===== config.mk =====
export PLATFORM = sky130hd
export DESIGN_NAME = kcat_fifo
export DESIGN_NICKNAME = d
export VERILOG_FILES = /design/src/hdl/kcat_pkg.sv /design/src/hdl/kcat_fifo.sv
export SDC_FILE = /design/constraint.sdc
export NUM_CORES = 1
export LEC_CHECK = 0
export ABC_CLOCK_PERIOD_IN_PS = 3000
export BUFFER_PORTS_ARGS = -buffer_cell sky130_fd_sc_hd__clkbuf_2
export CORE_MARGIN = 2
export CORE_UTILIZATION = 40
export CTS_CLUSTER_SIZE = 40
export DETAILED_ROUTE_END_ITERATION = 16
export GPL_TIMING_DRIVEN = 0
export SLEW_MARGIN = 10
export SYNTH_ARGS = -nofsm -noshare
export SYNTH_HDL_FRONTEND = slang
export SYNTH_SLANG_ARGS = --single-unit
export TNS_END_PERCENT = 1

===== constraint.sdc =====
create_clock -name clk -period 3 [get_ports clk]
set_input_delay 0 -clock clk [delete_from_list [all_inputs] [get_ports clk]]
set_output_delay 0 -clock clk [all_outputs]
set_load 0.02 [all_outputs]

===== src/hdl/kcat_pkg.sv =====
// ----------------------------------------------------------------------------
// kcat_pkg
// Shared types and constants of the keyed count aggregation table.
// ----------------------------------------------------------------------------
package kcat_pkg;

	// Default sizes handed to the top level parameters.
	localparam int BUCKETS_DEF = 1024;
	localparam int ENTRIES_DEF = 4096;
	localparam int SAMPLES_DEF = 256;

	// Depth of the queue between the front and back parts.
	localparam int QDEPTH = 2;

	// Configuration port.
	localparam int CFG_IDX_W = 8;
	localparam logic [CFG_IDX_W-1:0] CFG_TARGET = 8'd0;
	localparam logic [CFG_IDX_W-1:0] CFG_MERGE  = 8'd1;
	localparam logic [7:0] TARGET_RESET = 8'd109;

	// Character codes.
	localparam logic [7:0] CODE_PLUS  = 8'd43;
	localparam logic [7:0] CODE_MINUS = 8'd45;
	localparam logic [7:0] CODE_M     = 8'd109;
	localparam logic [7:0] CODE_H     = 8'd104;
	localparam logic [7:0] CODE_C     = 8'd99;
	localparam logic [7:0] CODE_G     = 8'd103;

	// Hash constants.
	localparam logic [31:0] HASH_MUL = 32'h045d9f3b;
	localparam int HASH_SHIFT = 16;

	localparam logic [31:0] TOTAL_MAX = 32'hFFFF_FFFF;

	// Request functions.
	localparam logic FUNC_ACCUM  = 1'b0;
	localparam logic FUNC_LOOKUP = 1'b1;

	typedef enum logic [2:0] {
		ST_ADDED    = 3'd0,
		ST_NEW      = 3'd1,
		ST_FILTERED = 3'd2,
		ST_FULL     = 3'd3,
		ST_HIT      = 3'd4,
		ST_MISS     = 3'd5
	} status_t;

	typedef enum logic {
		KIND_FILTERED = 1'b0,
		KIND_KEYED    = 1'b1
	} kind_t;

	typedef enum logic [2:0] {
		F_IDLE,
		F_MIX,
		F_FOLD,
		F_MUL,
		F_SUB,
		F_MOD,
		F_PUSH
	} front_state_t;

	typedef enum logic [1:0] {
		B_CLEAR,
		B_IDLE,
		B_HEAD,
		B_CMP
	} back_state_t;

	// Configuration registers as seen by the front part.
	typedef struct packed {
		logic [7:0] target_code;
		logic       merge_strands;
	} cfg_t;

	// One classified request passed from front to back.
	typedef struct packed {
		kind_t       kind;
		logic        func;
		logic [31:0] kpos;
		logic [7:0]  strand;
		logic [7:0]  code;
		logic [7:0]  sample;
		logic [15:0] add_mod;
		logic [15:0] add_can;
		logic [15:0] add_cov;
	} job_t;

	// One result.
	typedef struct packed {
		status_t     status;
		logic [31:0] tot_mod;
		logic [31:0] tot_can;
		logic [31:0] tot_cov;
		logic        sat;
		logic [31:0] kpos;
	} res_t;

endpackage


===== src/hdl/kcat_fifo.sv =====
// ----------------------------------------------------------------------------
// kcat_fifo
// Small register queue that decouples the front and back parts.
// ----------------------------------------------------------------------------
module kcat_fifo #(
	parameter int WIDTH = 8,
	parameter int DEPTH = kcat_pkg::QDEPTH
) (
	input  logic             clk,
	input  logic             arst_n,
	input  logic             wr_en,
	input  logic [WIDTH-1:0] wr_data,
	output logic             is_full,
	input  logic             rd_en,
	output logic [WIDTH-1:0] rd_data,
	output logic             is_empty
);
	localparam int AW = (DEPTH > 1) ? $clog2(DEPTH) : 1;

	logic [WIDTH-1:0] slot_q [DEPTH];
	logic [AW-1:0]    wptr_q, rptr_q;
	logic [AW:0]      count_q;
	logic             do_wr, do_rd;

	assign is_full  = (count_q == (AW+1)'(DEPTH));
	assign is_empty = (count_q == '0);
	assign do_wr    = wr_en && !is_full;
	assign do_rd    = rd_en && !is_empty;
	assign rd_data  = slot_q[rptr_q];

	// Storage needs no reset.
	always_ff @(posedge clk) begin
		if (do_wr) begin
			slot_q[wptr_q] <= wr_data;
		end
	end

	// Pointers and fill count.
	always_ff @(posedge clk or negedge arst_n) begin
		if (!arst_n) begin
			wptr_q  <= '0;
			rptr_q  <= '0;
			count_q <= '0;
		end else begin
			if (do_wr) begin
				wptr_q <= (wptr_q == AW'(DEPTH-1)) ? '0 : wptr_q + 1'b1;
			end
			if (do_rd) begin
				rptr_q <= (rptr_q == AW'(DEPTH-1)) ? '0 : rptr_q + 1'b1;
			end
			if (do_wr && !do_rd) begin
				count_q <= count_q + 1'b1;
			end else if (do_rd && !do_wr) begin
				count_q <= count_q - 1'b1;
			end
		end
	end
endmodule


# Word level (Yosys, flattened, before mapping)

Memory sizes are Yosys's and may differ from the RTL's.
Cells that the tools add are included.

Register bits: 4
Bits in writable memories: 16
Input bits: 12
Output and inout port bits: 10
Logic and storage cells: 25
Memories kept: 1

Memories:

| name   | words | bits a word | rd ports | clocked after memory_dff | write ports | RTL line        | RTL |
|---|---|---|---|---|---|---|---|
| slot_q | 2     | 8           | 1        | 0                        | 1           | kcat_fifo.sv:20 | `logic [WIDTH-1:0] slot_q [DEPTH];` |

Add/sub/neg operators: 4
Eq/ne operators: 1
Mux-type cells: 6
Reduce and logical (&&, ||, !) cells: 10

Operators by type and width:

| kind                                              | number |
|---|---|
| logical AND 1 bit                                 | 4 |
| zero test 1 bit                                   | 4 |
| 2-to-1 mux 1 bit                                  | 4 |
| 2-to-1 mux 2 bit                                  | 2 |
| adder 1 bit (second input constant)               | 2 |
| adder 2 x 1 -> 2 bit (second input constant)      | 1 |
| == test 2 bit (second input constant)             | 1 |
| zero test 2 bit                                   | 1 |
| nonzero test 2 bit                                | 1 |
| subtractor 2 x 1 -> 2 bit (second input constant) | 1 |

# Logic depth before layout (Yosys ltp)

Word-level depth: 7
Depth in mapped cells: 7

# Worst setup path after synthesis

No wires, ideal clock.

Path type: reg2reg
Start: register count_q[0]
End: memory slot_q[0][0], enable pin
Setup time: 370 ps
Data arrival time: 1022 ps
Required time: 2630 ps
Slack: 1608 ps
Cell stages (with the launch flop): 4
Period minus slack after synthesis: 1392 ps
Cells stage by stage: dfrtp_1 -> nand2b_1 -> nand2_2 -> nor2_1

Word-level cells in the longest chain between the ends: 5

RTL lines:

| element                                | RTL line        | RTL |
|---|---|---|
| start: declaration                     | kcat_fifo.sv:22 | `logic [AW:0] count_q;` |
| start signal: assignment               | kcat_fifo.sv:52 | `count_q <= count_q + 1'b1;` |
| start signal: assignment               | kcat_fifo.sv:54 | `count_q <= count_q - 1'b1;` |
| == test 2 bit                          | kcat_fifo.sv:25 | `assign is_full = (count_q == (AW+1)'(DEPTH));` |
| zero test 1 bit                        | kcat_fifo.sv:27 | `assign do_wr = wr_en && !is_full;` |
| logical AND 1 bit                      | kcat_fifo.sv:27 |  |
| 2-to-1 mux 1 bit                       | kcat_fifo.sv:33 | `if (do_wr) begin` |
| 2-to-1 mux 1 bit (implied by the code) | kcat_fifo.sv:34 | `slot_q[wptr_q] <= wr_data;` |
| end: declaration                       | kcat_fifo.sv:20 |  |

Every way passes these cells.

# Worst setup path after layout

Start: register count_q[0]
End: memory slot_q[0][5], enable pin

The elaborated chain is that of the path after synthesis.

==> impl_metrics.csv <==
group,metric,value,unit
status,outcome,"finished, final reports clean",
timing,drv_slew,0,
grt,grt_pass1_wl,1770,um
critical_path,crit_chain,"nand2b_1 > nand2_2 > nor2_1",
grt,grt_usage,11.5,%
drt,firstDrtPassIters,2,
critical_path,rrSetupSlack,1.40,ns
critical_path,start_kind,"register",
power,power.switching,319,uW
run,maxCapViolCount,0,
place,routabilityCongestion,0.636,
critical_path,critical_path_class,"register to register",
synth,syn_area,782,um^2
clocking,cts_tree,"done",
grt,grt_max_degree,12,
timing,period_share,53.5,%
drt,drc,0,
min_path,whs_endpoint,"rptr_q",
clocking,cts.sinks,20,
clocking,post_cts.repair.setup_buffers,0,
final_layout,fillers,153,
critical_path,path_max_fanout,8,
final_layout,nets,93,
floorplanning,pin_count,22,
power,ir_drop,0.451,mV
floorplanning,initial_core_util,43.9,%
place,port_buffers,21,
synth,yosysSeqAreaShare,74.2,%
critical_path,end_kind,"register",
timing,hold_ws,0.0357,ns
synth,netlist_instances,44,
drt,wl_per_cell,11.5,um
synth,synthesis.nets,57,
clocking,ctsHtreeMaxLevel,1,
timing,tightest_slew,0.677,ns
critical_path,slowest_delay,0.53,ns
critical_path,arrival,1.53,ns
drt,vias,452,
power,total_power,914,uW
final_layout,drive_gt1_share,36.7,%
synth,synth-seq-cells,20,
drt,drtIter0Drc,1,
floorplanning,die-area,2320,um^2
grt,grt_pass1_vias,438,
critical_path,r2r_end,"slot_q[0][5]",
timing,setup_viol,0,
drt,antenna_left,0,
floorplanning,core,1780,um^2
critical_path,crit_family,"simple AND/OR/NAND/NOR gates",
clocking,ctsResizeCount,0,
critical_path,critPathRequiredTime,2.92,ns
drt,via_per_inst,4.35,
clocking,numCtsBuffers,3,
clocking,cts_hold_buf,10,
floorplanning,placementRows,15,
power,leakage,0.000438,uW
power,swShare,34.9,%
final_layout,antenna_cells,0,
critical_path,rr_worst_depth,3,
synth,yosys_warnings,0,
critical_path,critPathBufInv,0,
critical_path,critPathSlowestCell,"nor2_1",
timing,setup-tns-final,0,ns
synth,synth_area_per_cell,17.8,um^2
min_path,hp-start,"rd_en",
place,dp_hpwl,830,um
clocking,clockBufferDepth,2,
power,share_comb_of_total_power,40.3,%
min_path,hp-class,"primary input to register",
min_path,hold_depth,3,
place,post_dp_cell_area,918,um^2
timing,maxSlewHeadroom,54.7,%
clocking,path_clk_slew,0.10,ns
grt,antenna_found_initial,0,
timing,fmax,623,MHz
critical_path,timing.rr.start,"count_q[0]",
power,p_per_area,875,nW/um^2
power,p_int,595,uW
power,clockPowerShare,13.2,%
floorplanning,die_height,48.2,um
synth,ys_types,15,
final_layout,area_growth,33.6,%
clocking,root_buffer,"clkbuf_4",
power,seqPwrFrac,46.4,%
grt,grt.overflow.total,0,
final_layout,post-route-cell-area,1040,um^2
timing,period_minus_slack,1.60,ns
floorplanning,die_w,48.2,um
drt,drt-total-wl,1200,um
timing,finalHoldViolCount,0,
timing,rsz0062_at_grt,"false",
clocking,insertion_delay,0.28,ns
timing,clock_skew,0.00195,ns
kinds of logic (layout without fill, tap and decap cells):
kind of cell / count (synthesis) / count (layout) / share of synthesized area [%]
DFF: 20 / 20 / 74.2
muxes: 8 / 8 / 11.5
and+or+nand+nor: 6 / 6 / 3.84
xor gates and xnor gates: 5 / 5 / 6.56
buffers and inverters: 3 / 38 / 1.60
adders and majority gates: 1 / 1 / 1.60
AOI/OAI and AO/OA: 1 / 1 / 0.639
cell usage in the layout (no fill, tap or decap), drive strengths merged:
| cell type | n |
|---|---|
| and3 | 1 |
| buf | 1 |
| clkbuf | 25 |
| dfrtp | 4 |
| dlygate4sd3 | 10 |
| edfxtp | 16 |
| ha | 1 |
| inv | 2 |
| mux2 | 8 |
| nand2 | 1 |
| nand2b | 1 |
| nor2 | 3 |
| o21ai | 1 |
| xnor2 | 3 |
| xor2 | 2 |
layout make-up:
| type | instances | area [um^2] | area share, % |
|---|---|---|---|
| repair buffers | 31 | 205 | 19.6 |
| flip-flops and latches | 20 | 581 | 55.6 |
| plain buffers | 1 | 5.00 | 0.479 |
| multi-input cells | 21 | 189 | 18.1 |
| clock buffers | 4 | 26.3 | 2.51 |
| inverters | 2 | 7.51 | 0.719 |
| well taps | 25 | 31.3 | 2.99 |
state kept, by name, indices dropped and copies added (netlist names):
name     cells
wptr_q       1
rptr_q       1
count_q      2
slot_q      16
power by group through the flow:
stage,combinational (uW),sequential [uW],clock (uW)
3_5_place_dp,365,432,0
6_report,369,424,121
5_1_grt,403,433,136
3_3_place_gp,364,429,0
2_1_floorplan,268,423,0
4_1_cts,377,426,127
through the flow:
stage / setup slack [ns] / util [%] / cells
floorplan: 1.61 / - / 44
global placement: 1.32 / 51.5 / 90
detailed placement: 1.38 / 51.5 / 90
CTS: 1.35 / 58.6 / 104
global route: 1.31 / 58.6 / 104
finish: 1.40 / 58.6 / 104
tightest hold or removal path, cell delays in order:
cell	delay, ns
clkbuf_2	0.08
o21ai_1	0.12
xnor2_1	0.09
Yosys cell counts:
master,instances,area (um^2)
nand2b_1,1,6.26
nor2_1,3,11.3
edfxtp_1,16,480
nand2_2,1,6.26
xnor2_1,2,17.5
mux2_1,6,67.6
inv_1,2,7.51
mux2_2,2,22.5
o21ai_1,1,5.00
xnor2_2,1,16.3
xor2_1,2,17.5
and3_1,1,6.26
ha_1,1,12.5
dfrtp_1,4,100
buf_2,1,5.00
worst max-delay path by stage:
stage	startpoint	to	depth (start not counted)
3_3_place_gp	count_q[0]	slot_q[0][2]	3
5_1_grt	count_q[0]	slot_q[0][5]	3
3_5_place_dp	count_q[0]	slot_q[0][2]	3
4_1_cts	count_q[0]	slot_q[0][2]	3
6_report	count_q[0]	slot_q[0][5]	3
2_1_floorplan	count_q[0]	slot_q[0][0]	3
layer usage:
metal / wire [um] / vias to the layer above / GRT usage [%] / share of wire (%)
met5: 0 / - / 0 / 0
met4: 0 / 0 / 4.86 / 0
met3: 55 / 0 / 3.33 / 4.6
met2: 632 / 14 / 19.7 / 53
met1: 513 / 210 / 13.5 / 43
li1: - / 228 / - / -
Power figures use the tool's default switching activity.
