===== src/hdl/kcat_pkg.sv =====
// ----------------------------------------------------------------------------
// kcat_pkg
// Shared types and constants of the keyed count aggregation table.
// ----------------------------------------------------------------------------
package kcat_pkg;

	// Default sizes handed to the top level parameters.
	localparam int BUCKETS_DEF = 1024;
	localparam int ENTRIES_DEF = 4096;
	localparam int SAMPLES_DEF = 256;

	// Depth of the queue between the front and back parts.
	localparam int QDEPTH = 2;

	// Configuration port.
	localparam int CFG_IDX_W = 8;
	localparam logic [CFG_IDX_W-1:0] CFG_TARGET = 8'd0;
	localparam logic [CFG_IDX_W-1:0] CFG_MERGE  = 8'd1;
	localparam logic [7:0] TARGET_RESET = 8'd109;

	// Character codes.
	localparam logic [7:0] CODE_PLUS  = 8'd43;
	localparam logic [7:0] CODE_MINUS = 8'd45;
	localparam logic [7:0] CODE_M     = 8'd109;
	localparam logic [7:0] CODE_H     = 8'd104;
	localparam logic [7:0] CODE_C     = 8'd99;
	localparam logic [7:0] CODE_G     = 8'd103;

	// Hash constants.
	localparam logic [31:0] HASH_MUL = 32'h045d9f3b;
	localparam int HASH_SHIFT = 16;

	localparam logic [31:0] TOTAL_MAX = 32'hFFFF_FFFF;

	// Request functions.
	localparam logic FUNC_ACCUM  = 1'b0;
	localparam logic FUNC_LOOKUP = 1'b1;

	typedef enum logic [2:0] {
		ST_ADDED    = 3'd0,
		ST_NEW      = 3'd1,
		ST_FILTERED = 3'd2,
		ST_FULL     = 3'd3,
		ST_HIT      = 3'd4,
		ST_MISS     = 3'd5
	} status_t;

	typedef enum logic {
		KIND_FILTERED = 1'b0,
		KIND_KEYED    = 1'b1
	} kind_t;

	typedef enum logic [2:0] {
		F_IDLE,
		F_MIX,
		F_FOLD,
		F_MUL,
		F_SUB,
		F_MOD,
		F_PUSH
	} front_state_t;

	typedef enum logic [1:0] {
		B_CLEAR,
		B_IDLE,
		B_HEAD,
		B_CMP
	} back_state_t;

	// Configuration registers as seen by the front part.
	typedef struct packed {
		logic [7:0] target_code;
		logic       merge_strands;
	} cfg_t;

	// One classified request passed from front to back.
	typedef struct packed {
		kind_t       kind;
		logic        func;
		logic [31:0] kpos;
		logic [7:0]  strand;
		logic [7:0]  code;
		logic [7:0]  sample;
		logic [15:0] add_mod;
		logic [15:0] add_can;
		logic [15:0] add_cov;
	} job_t;

	// One result.
	typedef struct packed {
		status_t     status;
		logic [31:0] tot_mod;
		logic [31:0] tot_can;
		logic [31:0] tot_cov;
		logic        sat;
		logic [31:0] kpos;
	} res_t;

endpackage


===== src/hdl/kcat_front.sv =====
// ----------------------------------------------------------------------------
// kcat_front
// Accepts records, filters them, folds strands and hashes the key to a bucket.
// ----------------------------------------------------------------------------
module kcat_front #(
	parameter int BUCKETS = kcat_pkg::BUCKETS_DEF,
	parameter int SAMPLES = kcat_pkg::SAMPLES_DEF,
	parameter int BI      = (BUCKETS > 1) ? $clog2(BUCKETS) : 1
) (
	input  logic                clk,
	input  logic                arst_n,
	input  kcat_pkg::cfg_t      cfg,
	input  logic                in_push,
	output logic                in_full,
	input  logic                func,
	input  logic [30:0]         position,
	input  logic [7:0]          strand_char,
	input  logic [7:0]          mod_char,
	input  logic [7:0]          sample_index,
	input  logic [15:0]         modified_count,
	input  logic [15:0]         canonical_count,
	input  logic [15:0]         coverage_count,
	output logic                q_push,
	output kcat_pkg::job_t      q_job,
	output logic [BI-1:0]       q_bucket,
	input  logic                q_full
);
	localparam bit POW2 = ((BUCKETS & (BUCKETS - 1)) == 0);
	// Reciprocal of the bucket count, scaled by 2^32 and rounded down.
	localparam logic [31:0] RECIP = 32'((64'd1 << 32) / BUCKETS);

	kcat_pkg::front_state_t state_q, state_nxt;
	kcat_pkg::job_t         job_q;
	logic [31:0]            h_q;
	logic                   mix_cnt_q;
	logic [31:0]            quo_q;
	logic [BI-1:0]          rem_q;
	logic                   accept, filt, fold;
	logic [31:0]            kpos, h0, h_fold;
	logic [7:0]             kstr;
	logic [63:0]            recip_prod;

	function automatic logic [31:0] mul31(input logic [31:0] x);
		mul31 = {x[26:0], 5'b0} - x;
	endfunction

	assign accept = in_push && (state_q == kcat_pkg::F_IDLE);

	// Classification and strand fold of an incoming record.
	always_comb begin
		filt = (mod_char != cfg.target_code) || (32'(sample_index) >= 32'(SAMPLES));
		fold = cfg.merge_strands &&
			((cfg.target_code == kcat_pkg::CODE_M) || (cfg.target_code == kcat_pkg::CODE_H) ||
			 (cfg.target_code == kcat_pkg::CODE_C) || (cfg.target_code == kcat_pkg::CODE_G));
		kpos = {1'b0, position};
		kstr = strand_char;
		if (!filt && fold) begin
			if (strand_char == kcat_pkg::CODE_MINUS) begin
				kpos = {1'b0, position} - 32'd1;
			end
			kstr = kcat_pkg::CODE_PLUS;
		end
		h0 = mul31(mul31(mul31(kpos) + 32'(kstr)) + 32'(mod_char)) + 32'(sample_index);
	end

	assign h_fold     = (h_q >> kcat_pkg::HASH_SHIFT) ^ h_q;
	assign recip_prod = 64'(h_q) * 64'(RECIP);

	// Next state.
	always_comb begin
		state_nxt = state_q;
		unique case (state_q)
			kcat_pkg::F_IDLE: begin
				if (in_push) begin
					state_nxt = filt ? kcat_pkg::F_PUSH : kcat_pkg::F_MIX;
				end
			end
			kcat_pkg::F_MIX: begin
				if (mix_cnt_q) begin
					state_nxt = kcat_pkg::F_FOLD;
				end
			end
			kcat_pkg::F_FOLD: begin
				state_nxt = POW2 ? kcat_pkg::F_PUSH : kcat_pkg::F_MUL;
			end
			kcat_pkg::F_MUL: begin
				state_nxt = kcat_pkg::F_SUB;
			end
			kcat_pkg::F_SUB: begin
				state_nxt = kcat_pkg::F_MOD;
			end
			kcat_pkg::F_MOD: begin
				state_nxt = kcat_pkg::F_PUSH;
			end
			kcat_pkg::F_PUSH: begin
				if (!q_full) begin
					state_nxt = kcat_pkg::F_IDLE;
				end
			end
			default: state_nxt = kcat_pkg::F_IDLE;
		endcase
	end

	// Outputs.
	always_comb begin
		in_full  = (state_q != kcat_pkg::F_IDLE);
		q_push   = (state_q == kcat_pkg::F_PUSH) && !q_full;
		q_job    = job_q;
		q_bucket = POW2 ? h_q[BI-1:0] : rem_q;
	end

	// State register.
	always_ff @(posedge clk or negedge arst_n) begin
		if (!arst_n) begin
			state_q <= kcat_pkg::F_IDLE;
		end else begin
			state_q <= state_nxt;
		end
	end

	// Hash datapath: two mixing multiplies and a final fold. When BUCKETS is not a
	// power of two, the bucket remainder comes from a reciprocal multiply that
	// underestimates the quotient by at most one, a subtract, and one correction.
	always_ff @(posedge clk) begin
		if (accept) begin
			job_q.kind    <= filt ? kcat_pkg::KIND_FILTERED : kcat_pkg::KIND_KEYED;
			job_q.func    <= func;
			job_q.kpos    <= kpos;
			job_q.strand  <= kstr;
			job_q.code    <= mod_char;
			job_q.sample  <= sample_index;
			job_q.add_mod <= modified_count;
			job_q.add_can <= canonical_count;
			job_q.add_cov <= coverage_count;
			h_q           <= h0;
			mix_cnt_q     <= 1'b0;
		end
		if (state_q == kcat_pkg::F_MIX) begin
			h_q       <= 32'(h_fold * kcat_pkg::HASH_MUL);
			mix_cnt_q <= 1'b1;
		end
		if (state_q == kcat_pkg::F_FOLD) begin
			h_q <= h_fold;
		end
		if (state_q == kcat_pkg::F_MUL) begin
			quo_q <= recip_prod[63:32];
		end
		if (state_q == kcat_pkg::F_SUB) begin
			h_q <= h_q - 32'(quo_q * 32'(BUCKETS));
		end
		if (state_q == kcat_pkg::F_MOD) begin
			rem_q <= (h_q >= 32'(BUCKETS)) ? BI'(h_q - 32'(BUCKETS)) : BI'(h_q);
		end
	end
endmodule


===== config.mk =====
export PLATFORM = sky130hd
export DESIGN_NAME = kcat_front
export DESIGN_NICKNAME = d
export VERILOG_FILES = /design/src/hdl/kcat_pkg.sv /design/src/hdl/kcat_front.sv
export SDC_FILE = /design/constraint.sdc
export NUM_CORES = 1
export LEC_CHECK = 0
export ABC_AREA = 1
export BUFFER_PORTS_ARGS = -buffer_cell sky130_fd_sc_hd__buf_2
export CELL_PAD_IN_SITES_DETAIL_PLACEMENT = 1
export CELL_PAD_IN_SITES_GLOBAL_PLACEMENT = 2
export CORE_UTILIZATION = 41
export CTS_CLUSTER_SIZE = 25
export DETAILED_ROUTE_END_ITERATION = 12
export PLACE_DENSITY_LB_ADDON = 0.2
export SLEW_MARGIN = 20
export SYNTH_ARGS = -nofsm -noshare
export SYNTH_HDL_FRONTEND = slang
export SYNTH_SLANG_ARGS = --single-unit

===== constraint.sdc =====
create_clock -name clk -period 10 [get_ports clk]
set_input_delay 1 -clock clk [delete_from_list [all_inputs] [get_ports clk]]
set_output_delay 1 -clock clk [all_outputs]
set_load 0.02 [all_outputs]

# == Yosys cells after proc, flatten, opt, wreduce, memory -nomap -nowiden ==
# Cells that the tools add are included.
# totals
register_bits,164
out_inout_bits,118
mem_bits_rw,0
romBits,0
elab_cells,65
inputBits,117
latchBits,0
n_memories,0
# classes
n_bitwise,1
magnitude_cmp,0
reduce_logical,14
mux,13
n_div,0
n_eq_ne,15
mul,1
addsub,8
n_shift,0
# op_table
op,n
$mux 32,6
$sub 32x32->32,4
$add 32x8->32,3
$eq 8x7->1 const B,4
$mul 32x27->32 const B,1
$sub 31x1->32 const B,1
$xor 16x32->32,1
$pmux 3 s6,1
$mux 3,4
$eq 3x3->1 const B,3
$eq 8x6->1 const B,1
$mux 8,1
$ne 8x8->1,1
$eq 3x2->1 const B,2
$ne 2x2->1 const B,3
$logic_and 1x1->1,4
$reduce_bool 4->1,1
$eq 3x1->1 const B,1
$logic_not 3->1,1
$logic_or 1x1->1,3
$reduce_and 3->1,1
$reduce_bool 3->1,1
$logic_not 1->1,2
$reduce_or 2->1,1
$mux 1,1

# == Depth between registers and ports, before layout ==
# Gate-level depths: netlist (run 1).
# depth
depth_word,17
depth_mapped,56
depth_no_buf,56

# == Least setup slack after synthesis (run 1) ==
# No wires, ideal clock.
# synth_timing
path_type,in2reg
start,in mod_char[7]
end,reg h_q[28] (data pin)
required_time_ns,9.740
t_arrival_ns,7.550
stages,47
setup_slack_ns,2.190
cell_sequence,inv_1 -> nand2_1 -> nand2_1 -> inv_1 -> nand2_1 -> nor2_1 -> nand2_1 -> nor2_4 -> buf_2 -> or2_2 -> ha_1 -> ha_1 -> inv_1 -> fa_1 -> nand3b_1 -> nand2_1 -> nand2_1 -> nand2_1 -> [11 not listed] -> nor2_1 -> xnor2_1 -> inv_1 -> ha_1 -> ha_1 -> nand2_1 -> nor2_1 -> nor3b_1 -> nand4_1 -> nand3_1 -> nand2_1 -> o211ai_1 -> a21oi_1 -> o21ai_0 -> or2_2 -> nand3_1 -> nand3_1 -> o21ai_0
# synth_via
elab_cells_between_ends,15
classes_between,add/sub: 6; eq/ne: 1; mux: 6; reduce/logical: 2
# synth_lines
item,line,text
start: declaration,kcat_front.sv:18,"input logic [7:0] mod_char,"
$ne 8x8->1,kcat_front.sv:51,filt = (mod_char != cfg.target_code) || (32'(sample_index) >= 32'(SAMPLES));
$logic_not 1->1,kcat_front.sv:57,if (!filt && fold) begin
$logic_and 1x1->1,kcat_front.sv:57,
$mux 8,kcat_front.sv:57,
via kstr[1],kcat_front.sv:40,logic [7:0] kstr;
$add 32x8->32,kcat_front.sv:63,h0 = mul31(mul31(mul31(kpos) + 32'(kstr)) + 32'(mod_char)) + 32'(sample_index);
$sub 32x32->32,kcat_front.sv:44,"mul31 = {x[26:0], 5'b0} - x;"
$add 32x8->32,kcat_front.sv:63,
$sub 32x32->32,kcat_front.sv:44,
$add 32x8->32,kcat_front.sv:63,
$mux 32,kcat_front.sv:125,if (accept) begin
$mux 32,kcat_front.sv:138,if (state_q == kcat_pkg::F_MIX) begin
$mux 32,kcat_front.sv:142,if (state_q == kcat_pkg::F_FOLD) begin
$mux 32,kcat_front.sv:148,if (state_q == kcat_pkg::F_SUB) begin
end signal: assignment,kcat_front.sv:139,h_q <= 32'(h_fold * kcat_pkg::HASH_MUL);
end signal: assignment,kcat_front.sv:143,h_q <= h_fold;
end signal: assignment,kcat_front.sv:149,h_q <= h_q - 32'(quo_q * 32'(BUCKETS));
end: declaration,kcat_front.sv:34,logic [31:0] h_q;
# The timed path passes the listed nets, and every way through them passes these cells. The select of a mux whose other input is x is not followed.
# A chain may end at the register's enable or synchronous reset.

# == Worst setup path after layout (run 1) ==
# layout_timing
start,in cfg[7] (netlist name)
end,reg h_q[28] (data pin)
# layout_via
elab_chain_len,17
elab_cells_between_ends,23
classes_between,add/sub: 6; eq/ne: 5; mux: 6; reduce/logical: 6
# layout_rtl
item,line,text
start: declaration,kcat_front.sv:12,"input kcat_pkg::cfg_t cfg,"
$eq 8x7->1,kcat_front.sv:53,((cfg.target_code == kcat_pkg::CODE_M) || (cfg.target_code == kcat_pkg::CODE_H) ||
$logic_or 1x1->1 (2 in a row),kcat_front.sv:53,
$logic_or 1x1->1,kcat_front.sv:54,(cfg.target_code == kcat_pkg::CODE_C) || (cfg.target_code == kcat_pkg::CODE_G));
$logic_and 1x1->1,kcat_front.sv:52,fold = cfg.merge_strands &&
$logic_and 1x1->1 (*),kcat_front.sv:57,
$mux 32,kcat_front.sv:57,
$sub 32x32->32,kcat_front.sv:44,
$add 32x8->32 (*),kcat_front.sv:63,
$sub 32x32->32 (*),kcat_front.sv:44,
$add 32x8->32 (*),kcat_front.sv:63,
$sub 32x32->32 (*),kcat_front.sv:44,
$add 32x8->32 (*),kcat_front.sv:63,
$mux 32 (*),kcat_front.sv:125,
$mux 32 (*),kcat_front.sv:138,
$mux 32 (*),kcat_front.sv:142,
$mux 32 (*),kcat_front.sv:148,
# Every way passes the cells marked *; elsewhere a longest branch is shown, timed or not. The select of a mux whose other input is x is not followed.

==> summary.md, run 1 <==
| Metric | Value |
|---|---|
| Netlist cell types | 53 |
| Worst Hold Class | primary input to async pin |
| Starting Density | 0.415 |
| Layout area overhead | 12.0% |
| Most frequent cells in the layout | 677 x inv_1, 395 x nand2_1, 359 x ha_1 |
| # H-tree levels | 4 |
| Vias per cell | 5.07 |
| Slew HR | 0.258 |
| Post-synthesis instance total | roughly 2.7k |
| CP max stage delay | around 0.37 ns |
| Root buffer cell | clkbuf_16 |
| Residual DRC count | 0 |
| Post-Layout Cell Count | 3761 |
| Flops & latches, synth | ~160 |
| Setup crit start kind | primary input |
| Number of global-route vias before repair | 21.1k |
| Synth warn | 0 |
| # Max-Cap Violations | 0 |
| Register area | ~4900 µm² |
| Die height | roughly 240 µm |
| Global-route wire length before repair | roughly 110000 µm |
| HPWL Detailed | about 64000 µm |
| GR Overflow Total | 0 |
| Worst Path Buf+Inv | 7 |
| Net count, final | around 3.7k |
| Slew Limit Fails | 0 |
| Routed WL | approximately 74000 µm |
| Clk slew on worst S/H paths | approximately 0.080 ns |
| Crit Path Class | primary input to flop |
| Placed cells | about 3.7k |
| CP required | just over 10 ns |
| Top-level I/O count | around 240 |
| Setup TNS | 0 ns |
| Die width | 241 µm |
| CORE AREA | 56400 µm² |
| CTS sink cnt | 164 |
| Hold WS | ~0.3 ns |
| CTS tree | yes |
| CTS max path bufs | 2 |
| Crit path DAT | ~9.3 ns |
| Ys async rst share | 0.0183 |
| Largest net degree at the start of global routing | 68 |
| Reg-to-reg startpoint | h_q[18] |
| Port buffer count | between 200 and 250 |
| Tmin final | 9.07 ns |
| Post-synthesis instance area | 23400 µm² |
| Drt initial violations | roughly 730 |
| Syn avg cell area | around 8.5 µm² |
| Antenna violations before repair | 0 |
| Slew at the pin closest to its max-slew limit | about 1.1 ns |
| Share of post-route cells with drive strength above 1 | 0.111 |
| Final setup violation count | 0 |
| Final hold vios | 0 |
| Routed len/inst | approximately 20 µm |
| CP endpoint kind | flop |
| Slowest cell on crit path | ha_1 |
| Die footprint | between 50000 and 60000 µm² |
| Final worst slack | 0.933 ns |
| Ant. Diodes | 0 |
| Vias | ~19k |
| Clk_skew | 0.0144 ns |
| # rows | slightly below 90 |
| Ys flop type | edfxtp_1 |
| Crit path max-delay family | simple AND/OR/NAND/NOR gates |
| Number of synthesized flops with an enable pin | 160 |
| DRT Pass-1 Iters | 5 |
| RePlAce Congestion | approximately 0.94 |
| GRT Resource Usage Total | 0.261 |
| Multi-input logic area | 15900 µm² |
| Clock Latency Late Sink | about 0.48 ns |
| Worst setup startpoint | cfg[7] |
| DRT antenna net count | 0 |
| RSZ-0062 raised after global routing | no |
| Fmax | ~110 MHz |
| Run status | complete, no violations |
| Synth Net Count | approximately 3.5k |
| Register area share after synthesis | 0.209 |
| Setup slack, reg-to-reg | about 1.7 ns |
| Critical path peak fanout | 8 |
| Fill cell count | 6931 |
| Commonest non-fill, non-tap cell in the layout | inv_1 |
| Period utilisation layout | 0.907 |
| Setup WS pre-CTS | -0.159 ns |
| Cts bufs inserted | 17 |
==> metal layers <==
| metal | global-route usage | wire length [µm] |
|---|---|---|
| met3 | 0.0237 | 1570 |
| met2 | 0.498 | 39800 |
| met4 | 0.0942 | 2520 |
| met5 | 0 | 0 |
| met1 | 0.300 | 30000 |
==> final cells by class <==
| cell class | instances | share of cell area |
|---|---|---|
| repair buffers | 252 | 0.0498 |
| inverters | 683 | 0.0978 |
| multi-input cells | 1874 | 0.605 |
| well taps | 756 | 0.0361 |
| clock inverters | 15 | 0.00773 |
| flip-flops and latches | 164 | 0.187 |
| clock buffers | 17 | 0.0162 |
==> through the flow <==
step                utilization  instance area (µm²)
detailed placement        0.453                25500
global route              0.465                26200
floorplan                     -                23400
global placement          0.453                25500
finish                    0.465                26200
CTS                       0.464                26200
==> state kept, by name (all words and copies together), names as in the netlist <==
name       flops
q_job        106
state_q        3
quo_q         22
h_q           32
mix_cnt_q      1
==> final timing paths <==
kind                                    to  cells after the start
worst max-delay path               h_q[28]                     50
worst min-delay path            state_q[2]                      1
worst max register to register     h_q[28]                     28
worst min register to register   mix_cnt_q                      2
max in group asynchronous       state_q[0]                      1
min in group clk                 mix_cnt_q                      2
==> cells in the mapped netlist, drive strengths merged (3+ instances only) <==
library cell	instances	area, µm²
a211oi	5	37.5
a21boi	5	37.5
a21o	17	128
a21oi	175	876
a31o	3	26.3
a31oi	15	93.8
a32o	5	50.1
buf	15	95.1
clkbuf	10	37.5
dfrtp	3	75.1
edfxtp	160	4800
fa	232	4640
ha	359	4490
inv	682	2560
nand2	398	1510
nand3	77	390
nand4	20	125
nor2	167	654
nor3	31	176
nor4	9	56.3
o211ai	11	82.6
o21a	4	30.0
o21ai	134	671
o21bai	13	97.6
o221ai	6	52.6
o31ai	3	22.5
or2	19	119
xnor2	62	543
xor2	91	797
==> worst register-to-register path: cells and delay by family (launching register included) <==
kind                       cells  cell delay [ns]
DFF                            1             0.63
AOI/OAI and AO/OA              2             0.23
buffers and inverters          7             0.93
xor gates and xnor gates       1             0.19
adders and majority gates      8             3.67
and+or+nand+nor               10             2.39
==> kinds of logic after synthesis <==
logic type | synth area share
xor gates and xnor gates | 0.0573
and+or+nand+nor | 0.132
buffers and inverters | 0.115
adders and majority gates | 0.390
AOI/OAI and AO/OA | 0.0956
DFF | 0.209
==> what timing repair did <==
item                       4_1_cts  5_1_grt
setup endpoints to repair        0        3
hold buffers                     0        0
buffers inserted                 0        2
resized for setup                0        9
Power of run 1 is left out: the tool's default activity adds up to more than one toggle a clock period on the data nets, which glitch-free logic cannot reach.
==> run 2: changes to the inputs <==
--- a/config.mk
+++ b/config.mk
@@ -9,7 +9,7 @@
 export BUFFER_PORTS_ARGS = -buffer_cell sky130_fd_sc_hd__buf_2
 export CELL_PAD_IN_SITES_DETAIL_PLACEMENT = 1
 export CELL_PAD_IN_SITES_GLOBAL_PLACEMENT = 2
-export CORE_UTILIZATION = 41
+export CORE_UTILIZATION = 34
 export CTS_CLUSTER_SIZE = 25
 export DETAILED_ROUTE_END_ITERATION = 12
 export PLACE_DENSITY_LB_ADDON = 0.2
==> constraint.sdc (replaced) <==
create_clock -name clk -period 7.92 [get_ports clk]
set_input_delay 0.792 -clock clk [delete_from_list [all_inputs] [get_ports clk]]
set_output_delay 0.792 -clock clk [all_outputs]
set_load 0.02 [all_outputs]
==> summary.md, run 2 (synthesis results as in run 1) <==
| Metric | Value |
|---|---|
| Run status | complete, no violations (unchanged) |
| Setup slack, reg-to-reg | 0.50 ns (was 1.70 ns) |
| Critical path peak fanout | 4 (was 8) |
| Cts bufs inserted | 17 (unchanged) |
| Hold WS | 0.0836 ns (was 0.302 ns) |
| Routed len/inst | 18.9 µm (was 19.6 µm) |
| Layout area overhead | 34.1% (was 12.0%) |
| Die footprint | 69900 µm² (was 58000 µm²) |
| # Max-Cap Violations | 0 (unchanged) |
| Residual DRC count | 0 (unchanged) |
| CP endpoint kind | flop (unchanged) |
| CTS tree | yes (unchanged) |
| Ant. Diodes | 0 (unchanged) |
| Commonest non-fill, non-tap cell in the layout | inv_1 (unchanged) |
| Crit path DAT | 7.94 ns (was 9.28 ns) |
| Routed WL | 82500 µm (was 73900 µm) |
| Drt initial violations | 637 (was 734) |
| HPWL Detailed | 70700 µm (was 63700 µm) |
| Worst Hold Class | primary input to async pin (unchanged) |
| Reg-to-reg startpoint | h_q[27] (was h_q[18]) |
| CP required | 8.17 ns (was 10.22 ns) |
| Die width | 264 µm (was 241 µm) |
| GRT Resource Usage Total | 0.237 (was 0.261) |
| Clk_skew | 0.0145 ns (was 0.0144 ns) |
| Most frequent cells in the layout | 661 x inv_1, 494 x buf_4, 359 x nand2_1 (was 677 x inv_1, 395 x nand2_1, 359 x ha_1) |
| Antenna violations before repair | 0 (unchanged) |
| Post-Layout Cell Count | 4356 (was 3761) |
| CORE AREA | 67600 µm² (was 56400 µm²) |
| Final hold vios | 0 (unchanged) |
| Placed cells | 4288 (was 3727) |
| GR Layer Usage met1 | 0.260 (was 0.300) |
| Clock Latency Late Sink | 0.50 ns (was 0.48 ns) |
| CTS sink cnt | 164 (unchanged) |
| CP max stage delay | 0.54 ns (was 0.37 ns) |
| Number of global-route vias before repair | 23.7k (was 21.1k) |
| Net count, final | 4178 (was 3700) |
| Final setup violation count | 0 (unchanged) |
| Slew at the pin closest to its max-slew limit | 1.07 ns (was 1.11 ns) |
| GR Overflow Total | 0 (unchanged) |
| Reg2reg path depth | 26 (was 28) |
| Port buffer count | 234 (unchanged) |
| Total stage count of the critical path | 49 (was 50) |
| Fmax | 130 MHz |
| Setup TNS | 0 ns (unchanged) |
| Slew HR | 0.287 (was 0.258) |
| Busiest metal layer after global routing | met2 (unchanged) |
| DRT antenna net count | 0 (unchanged) |
| Vias | 20.9k (was 19.1k) |
| Met2 Usage GRT | 0.466 (was 0.498) |
| Tmin final | roughly 7.7 ns |
| Largest register FFs | 106 (unchanged) |
| Setup WS pre-CTS | -1.05 ns (was -0.159 ns) |
| Slew Limit Fails | 0 (unchanged) |
| DRT Pass-1 Iters | 5 (unchanged) |
| Largest net degree at the start of global routing | 76 (was 68) |
| Met3 Track Usage GR | 0.0223 (was 0.0237) |
| Setup crit start kind | primary input (unchanged) |
| Share of post-route cells with drive strength above 1 | 0.293 (was 0.111) |
| Worst Path Buf+Inv | 9 (was 7) |
| CTS max path bufs | 2 (unchanged) |
| Worst setup startpoint | cfg[7] (unchanged) |
| Root buffer cell | clkbuf_16 (unchanged) |
| Period utilisation layout | 0.971 |
| Top-level I/O count | 235 (unchanged) |
| Clk slew on worst S/H paths | 0.07 ns (was 0.08 ns) |
| # rows | 95 (was 87) |
| Global-route wire length before repair | 127000 µm (was 115000 µm) |
| Vias per cell | 4.81 (was 5.07) |
| Reg2Reg Capture Point | h_q[28] (unchanged) |
| Slowest cell on crit path | fa_1 (was ha_1) |
| Starting Density | 0.346 (was 0.415) |
| # H-tree levels | 4 (unchanged) |
| Crit path max-delay family | simple AND/OR/NAND/NOR gates (unchanged) |
| Final worst slack | 0.228 ns (was 0.933 ns) |
| RePlAce Congestion | 0.921 (was 0.937) |
| Crit Path Class | primary input to flop (unchanged) |
| Top cell by count, worst path | nand2_1 |
| Die height | 264 µm (was 241 µm) |
[run 2: timing repair]
| item | in CTS | in global routing |
|---|---|---|
| gates resized for setup | 46 | 247 |
| endpoints found under the setup margin | 9 | 22 |
| pin swaps | 23 | 103 |
| hold buffers | 0 | 0 |
| buffers inserted | 8 | 29 |
[run 2: worst register-to-register path, stage by stage (launching register included)]
cell	delay, ns
edfxtp_1	0.62
xnor2_2	0.27
inv_1	0.48
fa_1	0.58
ha_1	0.37
inv_1	0.07
fa_1	0.40
fa_1	0.54
inv_1	0.06
fa_1	0.55
inv_1	0.07
fa_1	0.51
inv_1	0.06
fa_1	0.46
ha_1	0.31
nand2_1	0.11
nor4_1	0.34
buf_4	0.18
nand4_1	0.10
nand3_1	0.21
nand3_1	0.11
nand2_1	0.13
a31oi_1	0.11
xor2_1	0.29
nand2_1	0.09
nand3_1	0.08
o21ai_1	0.08
[run 2: routing by layer]
| metal | part of all wire | vias to the layer above |
|---|---|---|
| met4 | 0.034 | 0 |
| met1 | 0.39 | 10400 |
| met3 | 0.018 | 100 |
| li1 | - | 10200 |
| met5 | 0 | - |
| met2 | 0.56 | 247 |
[run 2: layout make-up]
class                      count  area (µm²)
clock buffer                  17         425
multi-input combinational   1874       17200
tap                          873        1090
fill                        8001       36200
inverter                     683        2570
clock inverter                15         183
timing repair buffer         730        4980
sequential                   164        4900
[run 2: stage by stage]
stage / cell area (µm²) / util
floorplan: 23400 / -
CTS: 29900 / 0.442
global placement: 29000 / 0.429
global route: 31400 / 0.464
finish: 31400 / 0.464
detailed placement: 29000 / 0.429
[run 2: worst max-delay path by stage]
stage,end
finish,h_q[31]
global route,h_q[31]
global placement,h_q[31]
CTS,h_q[28]
detailed placement,h_q[31]
floorplan,h_q[28]
Power of run 2 is left out for the same reason.
